[src/hdl/lkv_pkg.sv]
// Package for the LRU key/value cache: field widths, codes, the control
// struct that the top level hands to each cell. No dependencies.
package lkv_pkg;

    localparam int ENTRIES_DEF = 16;
    localparam int KEY_W       = 32;
    localparam int VAL_W       = 32;
    localparam int CAP_W       = 5;

    localparam logic [CAP_W-1:0] CAP_RESET = 5'd16;

    localparam logic OP_GET = 1'b0;
    localparam logic OP_PUT = 1'b1;

    localparam logic signed [VAL_W-1:0] MISS_VALUE = -32'sd1;

    typedef logic signed [KEY_W-1:0] t_key;
    typedef logic signed [VAL_W-1:0] t_value;

    // Broadcast to every cell in the chain for the beat being processed.
    typedef struct packed {
        logic update;  // the store changes this cycle
        logic hit;     // the key is present somewhere in the chain
        logic full;    // a new key must evict the least recent entry
    } t_cell_ctrl;

endpackage

[src/hdl/lkv_if.sv]
// Handshake interfaces of the LRU key/value cache: request, response and
// configuration channels. Depends on lkv_pkg.
interface lkv_req_if;
    import lkv_pkg::*;
    logic   valid;
    logic   ready;
    logic   operation;
    t_key   key;
    t_value value;
    modport source (output valid, output operation, output key, output value, input ready);
    modport sink   (input valid, input operation, input key, input value, output ready);
endinterface

interface lkv_rsp_if;
    import lkv_pkg::*;
    logic   valid;
    logic   ready;
    logic   found;
    t_value read_value;
    modport source (output valid, output found, output read_value, input ready);
    modport sink   (input valid, input found, input read_value, output ready);
endinterface

interface lkv_cfg_if;
    import lkv_pkg::*;
    logic             valid;
    logic             ready;
    logic [CAP_W-1:0] data;
    modport source (output valid, output data, input ready);
    modport sink   (input valid, input data, output ready);
endinterface

[src/hdl/lru_key_value_cache_top.sv]
// Top level of the LRU key/value cache: a move-to-front chain of lkv_cell
// entries, capacity register and response register.
// Depends on lkv_pkg, lkv_if and lkv_cell.
//
//  channel  | modport | beat carries
//  ---------+---------+----------------------------
//  i_req    | sink    | operation, key, value
//  o_rsp    | source  | found, read_value (gets only)
//  i_cfg    | sink    | data = capacity
//
// Request beats are taken back to back while no response stalls; a get's response appears in the
// response register on the next cycle. The whole chain compare, hit select
// and shift happen in the same cycle as the beat is taken.
// A pending response that is not taken stalls the request side; a put gives
// no response. Synchronous active-low reset empties the store and sets the
// capacity to 16; there is no clearing pass.
module lru_key_value_cache_top #(
    parameter int ENTRIES = lkv_pkg::ENTRIES_DEF
) (
    input  logic          i_clk,
    input  logic          i_rst_n,
    lkv_req_if.sink       i_req,
    lkv_rsp_if.source     o_rsp,
    lkv_cfg_if.sink       i_cfg
);
    import lkv_pkg::*;

    localparam int OCC_W = $clog2(ENTRIES + 1);
    localparam int CMP_W = (OCC_W > CAP_W) ? OCC_W : CAP_W;

    logic [CAP_W-1:0] r_capacity;
    logic [OCC_W-1:0] r_occupancy;
    logic             r_out_valid;
    logic             r_found;
    t_value           r_read_value;

    logic [CMP_W-1:0] cap_ext;
    logic [CMP_W-1:0] eff_cap;
    logic             accept;
    logic             is_put;
    logic             hit;
    t_value           hit_value;
    t_value           head_value;
    t_cell_ctrl       ctrl;

    t_key   c_key   [ENTRIES];
    t_value c_value [ENTRIES];
    logic   c_valid [ENTRIES];
    logic   c_seen  [ENTRIES+1];
    t_value c_sel   [ENTRIES+1];

    assign i_cfg.ready = 1'b1;

    always_ff @(posedge i_clk) begin
        if (!i_rst_n) begin
            r_capacity <= CAP_RESET;
        end else if (i_cfg.valid) begin
            r_capacity <= i_cfg.data;
        end
    end

    // A capacity of zero acts as one, and anything above the entry count
    // saturates to it.
    always_comb begin
        cap_ext = CMP_W'(r_capacity);
        if (cap_ext == '0) begin
            eff_cap = CMP_W'(1);
        end else if (cap_ext > CMP_W'(ENTRIES)) begin
            eff_cap = CMP_W'(ENTRIES);
        end else begin
            eff_cap = cap_ext;
        end
    end

    assign i_req.ready = !r_out_valid || o_rsp.ready;
    assign accept      = i_req.valid && i_req.ready;
    assign is_put      = (i_req.operation == OP_PUT);

    assign c_seen[0] = 1'b0;
    assign c_sel[0]  = '0;
    assign hit       = c_seen[ENTRIES];
    assign hit_value = c_sel[ENTRIES];

    assign ctrl.update = accept && (is_put || hit);
    assign ctrl.hit    = hit;
    assign ctrl.full   = CMP_W'(r_occupancy) >= eff_cap;

    // The head always takes the request key; a get hit carries the old value
    // to the front.
    assign head_value = is_put ? i_req.value : hit_value;

    for (genvar g = 0; g < ENTRIES; g++) begin : g_cell
        t_key   prev_key;
        t_value prev_value;
        logic   prev_valid;

        if (g == 0) begin : g_head
            assign prev_key   = i_req.key;
            assign prev_value = head_value;
            assign prev_valid = 1'b1;
        end else begin : g_body
            assign prev_key   = c_key[g-1];
            assign prev_value = c_value[g-1];
            assign prev_valid = c_valid[g-1];
        end

        lkv_cell u_cell (
            .i_clk        (i_clk),
            .i_rst_n      (i_rst_n),
            .i_ctrl       (ctrl),
            .i_key        (i_req.key),
            .i_prev_key   (prev_key),
            .i_prev_value (prev_value),
            .i_prev_valid (prev_valid),
            .i_seen       (c_seen[g]),
            .i_sel_value  (c_sel[g]),
            .o_key        (c_key[g]),
            .o_value      (c_value[g]),
            .o_valid      (c_valid[g]),
            .o_seen       (c_seen[g+1]),
            .o_sel_value  (c_sel[g+1])
        );
    end

    always_ff @(posedge i_clk) begin
        if (!i_rst_n) begin
            r_occupancy <= '0;
        end else if (accept && is_put && !hit && !ctrl.full) begin
            r_occupancy <= r_occupancy + OCC_W'(1);
        end
    end

    always_ff @(posedge i_clk) begin
        if (!i_rst_n) begin
            r_out_valid <= 1'b0;
        end else if (accept && !is_put) begin
            r_out_valid <= 1'b1;
        end else if (o_rsp.ready) begin
            r_out_valid <= 1'b0;
        end
    end

    always_ff @(posedge i_clk) begin
        if (accept && !is_put) begin
            r_found      <= hit;
            r_read_value <= hit ? hit_value : MISS_VALUE;
        end
    end

    assign o_rsp.valid      = r_out_valid;
    assign o_rsp.found      = r_found;
    assign o_rsp.read_value = r_read_value;

endmodule

[src/hdl/lkv_cell.sv]
// One entry of the recency-ordered chain: key, value and valid bit, loaded
// from the neighbor closer to the head. Depends on lkv_pkg.
module lkv_cell (
    input  logic                i_clk,
    input  logic                i_rst_n,
    input  lkv_pkg::t_cell_ctrl i_ctrl,
    input  lkv_pkg::t_key       i_key,
    input  lkv_pkg::t_key       i_prev_key,
    input  lkv_pkg::t_value     i_prev_value,
    input  logic                i_prev_valid,
    input  logic                i_seen,
    input  lkv_pkg::t_value     i_sel_value,
    output lkv_pkg::t_key       o_key,
    output lkv_pkg::t_value     o_value,
    output logic                o_valid,
    output logic                o_seen,
    output lkv_pkg::t_value     o_sel_value
);
    import lkv_pkg::*;

    t_key   r_key;
    t_value r_value;
    logic   r_valid;
    logic   match;
    logic   load;

    assign match = r_valid && (r_key == i_key);

    // On a hit every cell up to and including the matching one moves down by
    // one. On a new key the valid prefix moves down, and the last valid entry
    // falls off the end when the store is full.
    always_comb begin
        if (i_ctrl.hit) begin
            load = i_ctrl.update && !i_seen;
        end else if (i_ctrl.full) begin
            load = i_ctrl.update && r_valid;
        end else begin
            load = i_ctrl.update && i_prev_valid;
        end
    end

    always_ff @(posedge i_clk) begin
        if (!i_rst_n) begin
            r_valid <= 1'b0;
        end else if (load) begin
            r_valid <= i_prev_valid;
        end
    end

    always_ff @(posedge i_clk) begin
        if (load) begin
            r_key   <= i_prev_key;
            r_value <= i_prev_value;
        end
    end

    assign o_key       = r_key;
    assign o_value     = r_value;
    assign o_valid     = r_valid;
    assign o_seen      = i_seen | match;
    assign o_sel_value = i_sel_value | (match ? r_value : t_value'('0));

endmodule

[src/flat_wrapper.sv]
// flat-port wrapper written by rule: the top's interface ports become plain ports
module lru_key_value_cache_top_flat import lkv_pkg::*;
#(
    parameter int ENTRIES = lkv_pkg::ENTRIES_DEF
)
  (i_clk, i_rst_n, i_req_valid, i_req_operation, i_req_key, i_req_value, i_req_ready, o_rsp_valid, o_rsp_found, o_rsp_read_value, o_rsp_ready, i_cfg_valid, i_cfg_data, i_cfg_ready);
  lkv_req_if i_req_i ();
  lkv_rsp_if o_rsp_i ();
  lkv_cfg_if i_cfg_i ();
  input  logic i_clk;
  input  logic i_rst_n;
  input wire logic [$bits(i_req_i.valid)-1:0] i_req_valid;
  input wire logic [$bits(i_req_i.operation)-1:0] i_req_operation;
  input wire logic [$bits(i_req_i.key)-1:0] i_req_key;
  input wire logic [$bits(i_req_i.value)-1:0] i_req_value;
  output wire logic [$bits(i_req_i.ready)-1:0] i_req_ready;
  output wire logic [$bits(o_rsp_i.valid)-1:0] o_rsp_valid;
  output wire logic [$bits(o_rsp_i.found)-1:0] o_rsp_found;
  output wire logic [$bits(o_rsp_i.read_value)-1:0] o_rsp_read_value;
  input wire logic [$bits(o_rsp_i.ready)-1:0] o_rsp_ready;
  input wire logic [$bits(i_cfg_i.valid)-1:0] i_cfg_valid;
  input wire logic [$bits(i_cfg_i.data)-1:0] i_cfg_data;
  output wire logic [$bits(i_cfg_i.ready)-1:0] i_cfg_ready;
  assign i_req_i.valid = i_req_valid;
  assign i_req_i.operation = i_req_operation;
  assign i_req_i.key = i_req_key;
  assign i_req_i.value = i_req_value;
  assign i_req_ready = i_req_i.ready;
  assign o_rsp_valid = o_rsp_i.valid;
  assign o_rsp_found = o_rsp_i.found;
  assign o_rsp_read_value = o_rsp_i.read_value;
  assign o_rsp_i.ready = o_rsp_ready;
  assign i_cfg_i.valid = i_cfg_valid;
  assign i_cfg_i.data = i_cfg_data;
  assign i_cfg_ready = i_cfg_i.ready;
  lru_key_value_cache_top #(.ENTRIES(ENTRIES)) u_core (.i_clk(i_clk), .i_rst_n(i_rst_n), .i_req(i_req_i), .o_rsp(o_rsp_i), .i_cfg(i_cfg_i));
endmodule
[config.mk]
export PLATFORM = sky130hd
export DESIGN_NAME = lru_key_value_cache_top_flat
export DESIGN_NICKNAME = d
export VERILOG_FILES = /design/src/hdl/lkv_pkg.sv /design/src/hdl/lkv_if.sv /design/src/hdl/lru_key_value_cache_top.sv /design/src/hdl/lkv_cell.sv /design/src/flat_wrapper.sv
export SDC_FILE = /design/constraint.sdc
export NUM_CORES = 1
export LEC_CHECK = 0
export CAP_MARGIN = 20
export CORE_MARGIN = 5
export CORE_UTILIZATION = 45
export DETAILED_ROUTE_END_ITERATION = 6
export DONT_BUFFER_PORTS = 1
export MAX_ROUTING_LAYER = met4
export PLACE_DENSITY = 0.63
export SETUP_SLACK_MARGIN = 0.1
export SLEW_MARGIN = 20
export SYNTH_ARGS = -nofsm -noshare
export SYNTH_HDL_FRONTEND = slang
export SYNTH_SLANG_ARGS = --single-unit
export TNS_END_PERCENT = 5
[constraint.sdc]
create_clock -name i_clk -period 7.4 [get_ports i_clk]
set_input_delay 0.37 -clock i_clk [delete_from_list [all_inputs] [get_ports i_clk]]
set_output_delay 0.37 -clock i_clk [all_outputs]
set_load 0.05 [all_outputs]
==> impl_results.md <==
* Status: finished, final reports clean
* Worst-path clk slew at 60 ps
* Clock Path Buffers at 3
* Final Util at 0.5136
* Global Route Usage Sum at 0.2440
* Reg2Reg Depth at 9
* CTS buffer count at 110
* Crit-path leading delay family: simple AND/OR/NAND/NOR gates
* Final Hold Fails at 0
* Synth Register Bits at 1084
* Vias per std cell at 6.148
* Cells after Synth at 2802
* Switching power at 2.602 mW
* Clock sinks at 1084
* First-pass iteration count of the detailed router at 6
* R2R setup slack at 2070 ps
* Post-synthesis cell type count at 58
* Leakage at 15.65 nW
* Vias in the first global route at 27.00k
* Avg Synthesized Cell Area at 15.73 um^2
* Maximum VDD drop at 0.2418 mV
* Nets at 2971
* Pin count of the biggest net entering global routing at 72
* Final GP Congestion at 1.019
* Cell Area, Synth at 44080 um^2
* Total die area at 104300 um^2
* CTS tree: done
* Critical path arrival at 5650 ps
* CP Class: flip-flop to flip-flop
* Post-CTS Setup Bufs at 0
* Yosys Warn Count at 0
* Cell count along the critical path at 9
* Syn Nets at 2883
* CP bufs+invs at 1
* Sw Ratio at 0.2083
* Resize count post-CTS at 0
* Max-slew violations at 0
* DRT Wirelength at 126.1 mm
* Routed Antenna Nets at 0
* Area Overhead vs Synth at 13.01%
* Logic pwr share at 0.028
* Max-Cap Viols at 0
* Worst slew pin tran at 1148 ps
* Slowest stage delay, CP at 1040 ps
* Layout Skew at 40.33 ps
* CP max FO at 33
* Cts hold-fix bufs at 68
* Vias at 26.15k
* Slowest CP cell: o21ai_4
* Sequential area share after synthesis at 0.7322
* DR WL/cell at 29.65 um
* Internal power at 9.890 mW
* Post-synth EDFFs at 1057
* Port bufs at 0
* Clock network power share at 0.434
* I/O pins at 111
* Hold Path Depth at 2
* CP startpoint kind: flip-flop
* Root Driver: clkbuf_16
* Dpl hpwl at 80.84 mm
* Initial Utilization at 0.4545
* Skew-Pair Late Insertion Delay at 700 ps
* Min-delay worst type: input pin to flip-flop
* Initial antenna violation count at 0
* Fin crit share at 0.7208
* RSZ-0062 raised after global routing: no
* ANT cells at 0
* First-pass GRT wire length at 181.3 mm
* Ys flop type: edfxtp_1
* Fin Setup TNS at 0 ps
* Filler cells at 7878
* # rows at 114
* Max Fclk at 0.1875 GHz
* CP Cell Sequence: xor2_1 > nor4_1 > nand3_1 > or4_1 > nand4_1 > nor4_2 > nand2_1 > o21ai_4 > buf_4
* Chip height at 323.0 um
* Flop pwr share at 0.537
* Die W at 323.0 um
* # DRC at 0
* H-tree Lvls at 3
* Critical Path RT at 7720 ps
* Rel. slew slack at 0.2319
* CP Capture Type: flip-flop
* Core area at 96990 um^2
* Total grt overflow at 0
* DRT iter0 DRCs at 2914
* Fraction of layout cells with a size suffix above 1 at 0.08095
* Final Critical Period at 5334 ps
* Asr flop ratio synth at 0
* # setup viols final at 0
* Pwr Density at 250.7 nW/um^2
-- routing by layer --
| layer | vias to the layer above | part of all wire | routed length, um | GRT usage |
|---|---|---|---|---|
| met5 | - | 0 | 0 | - |
| li1 | 11147 | - | - | - |
| met2 | 1583 | 0.49 | 62210 | 0.4023 |
| met4 | 0 | 0.042 | 5259 | 0.1005 |
| met1 | 13095 | 0.38 | 47910 | 0.3014 |
| met3 | 324 | 0.085 | 10720 | 0.04267 |
-- cells by family after synthesis --
| family | after synthesis | synth area share |
|---|---|---|
| and+or+nand+nor | 668 | 0.08492 |
| adders and majority gates | 6 | 0.001703 |
| muxes | 22 | 0.004995 |
| DFF | 1084 | 0.7322 |
| xor gates and xnor gates | 501 | 0.09953 |
| buffers and inverters | 155 | 0.01527 |
| other | 1 | 0.00008506 |
| AOI/OAI and AO/OA | 365 | 0.06125 |
-- flip-flops by register name (all words and copies together), names as in the netlist --
signal                        cells
u_core.cap_ext                    5
u_core.g_cell.u_cell.o_key      512
u_core.g_cell.u_cell.o_valid     16
u_core.g_cell.u_cell.o_value    512
u_core.o_rsp.found                1
u_core.o_rsp.read_value          32
u_core.o_rsp.valid                1
u_core.r_occupancy                5
-- cells in the final DEF (no fill, tap or decap), types with 38 or more instances in the layout --
| master | n |
|---|---|
| edfxtp_1 | 1057 |
| buf_4 | 38 |
| nand4_1 | 61 |
| xor2_1 | 420 |
| a22oi_1 | 158 |
| nor4_1 | 169 |
| nor2_1 | 102 |
| nand2_1 | 85 |
| a221oi_1 | 49 |
| a21oi_1 | 51 |
| clkbuf_16 | 112 |
| xnor2_1 | 81 |
| nand3_1 | 89 |
| a22o_1 | 49 |
| dlygate4sd3_1 | 68 |
-- cells in the mapped netlist, types with 2 or more instances --
master     instances  area [um^2]
a2111o_1           3        33.78
a211oi_1           4        30.03
a21o_1             4        30.03
a21oi_1           52        260.3
a221oi_1          49        429.2
a22o_1            49        429.2
a22oi_1          158         1186
a311oi_1           4        35.03
and2_1             3        18.77
and3_1             3        18.77
buf_1              6        22.52
buf_2             61        305.3
buf_4              2        15.01
clkbuf_1          62        232.7
clkinv_1           2        7.510
dfxtp_1           27        540.5
edfxtp_1        1057        31740
ha_1               6        75.07
inv_1             21        78.83
mux2i_1           22        220.2
nand2_1           86        322.8
nand2b_1          30        187.7
nand3_1           89        445.4
nand4_1           61        381.6
nand4b_1          28        245.2
nor2_1           102        382.9
nor2b_1            6        37.54
nor3_1            35        175.2
nor4_1           172         1076
nor4_2             4        50.05
nor4b_1           11        96.34
o2111ai_1          3        26.28
o211ai_1           2        15.01
o21ai_0           27        135.1
o21ai_1            2        10.01
or2_2              2        12.51
or3_1              6        37.54
or3b_2             2        17.52
or4_1             20        150.1
or4b_2             2        20.02
xnor2_1           81        709.4
xor2_1           420         3679
-- layout make-up --
type | count | area [um^2] | area share
timing repair buffer | 108 | 1006 | 0.02019
inverter | 23 | 91.34 | 0.001833
clock buffer | 127 | 2859 | 0.05739
clock inverter | 72 | 628.1 | 0.01261
sequential | 1084 | 32280 | 0.6479
multi-input combinational | 1563 | 11360 | 0.2280
tap | 1276 | 1597 | 0.03205
-- worst reg2reg max path, delay by kind of cell (launching register included) --
| family | cells | cell delay, ps |
|---|---|---|
| AND/OR/NAND/NOR | 6 | 2450 |
| XOR/XNOR | 1 | 370 |
| buffers and inverters | 1 | 670 |
| AO/OA/AOI/OAI | 1 | 1040 |
| flip-flops | 1 | 390 |
-- per-stage QoR --
step / hold WS (ps) / instance area [um^2] / setup slack, ps / std cells / total power [mW]
after floorplan: 426.4 / 44080 / -127.4 / 2802 / 7.107
after global placement: 426.8 / 45650 / 2210 / 3986 / 7.152
after detailed placement: 433.5 / 45650 / 2123 / 3986 / 7.156
after CTS: 5.588 / 49820 / 2099 / 4253 / 12.56
after global routing: 5.867 / 49820 / 1807 / 4253 / 12.86
final: 43.20 / 49820 / 2066 / 4253 / 12.49
-- final timing paths --
kind / from / end
setup / recovery: u_core.g_cell[0].u_cell.o_key[10] / u_core.g_cell[11].u_cell.o_value[15]
hold / removal: i_req_value[30] / u_core.g_cell[0].u_cell.o_value[30]
setup reg to reg: u_core.g_cell[0].u_cell.o_key[10] / u_core.g_cell[11].u_cell.o_value[15]
hold reg to reg: u_core.g_cell[1].u_cell.o_key[12] / u_core.g_cell[2].u_cell.o_key[12]
-- power groups by stage --
stage	sequential [mW]	clock [mW]	combinational, mW
after floorplan	6.84	0	0.270
after global placement	6.84	0	0.309
after detailed placement	6.84	0	0.313
after CTS	6.71	5.50	0.348
after global routing	6.71	5.78	0.370
final	6.71	5.43	0.350
Note: power is estimated with default switching activity, not from simulation.
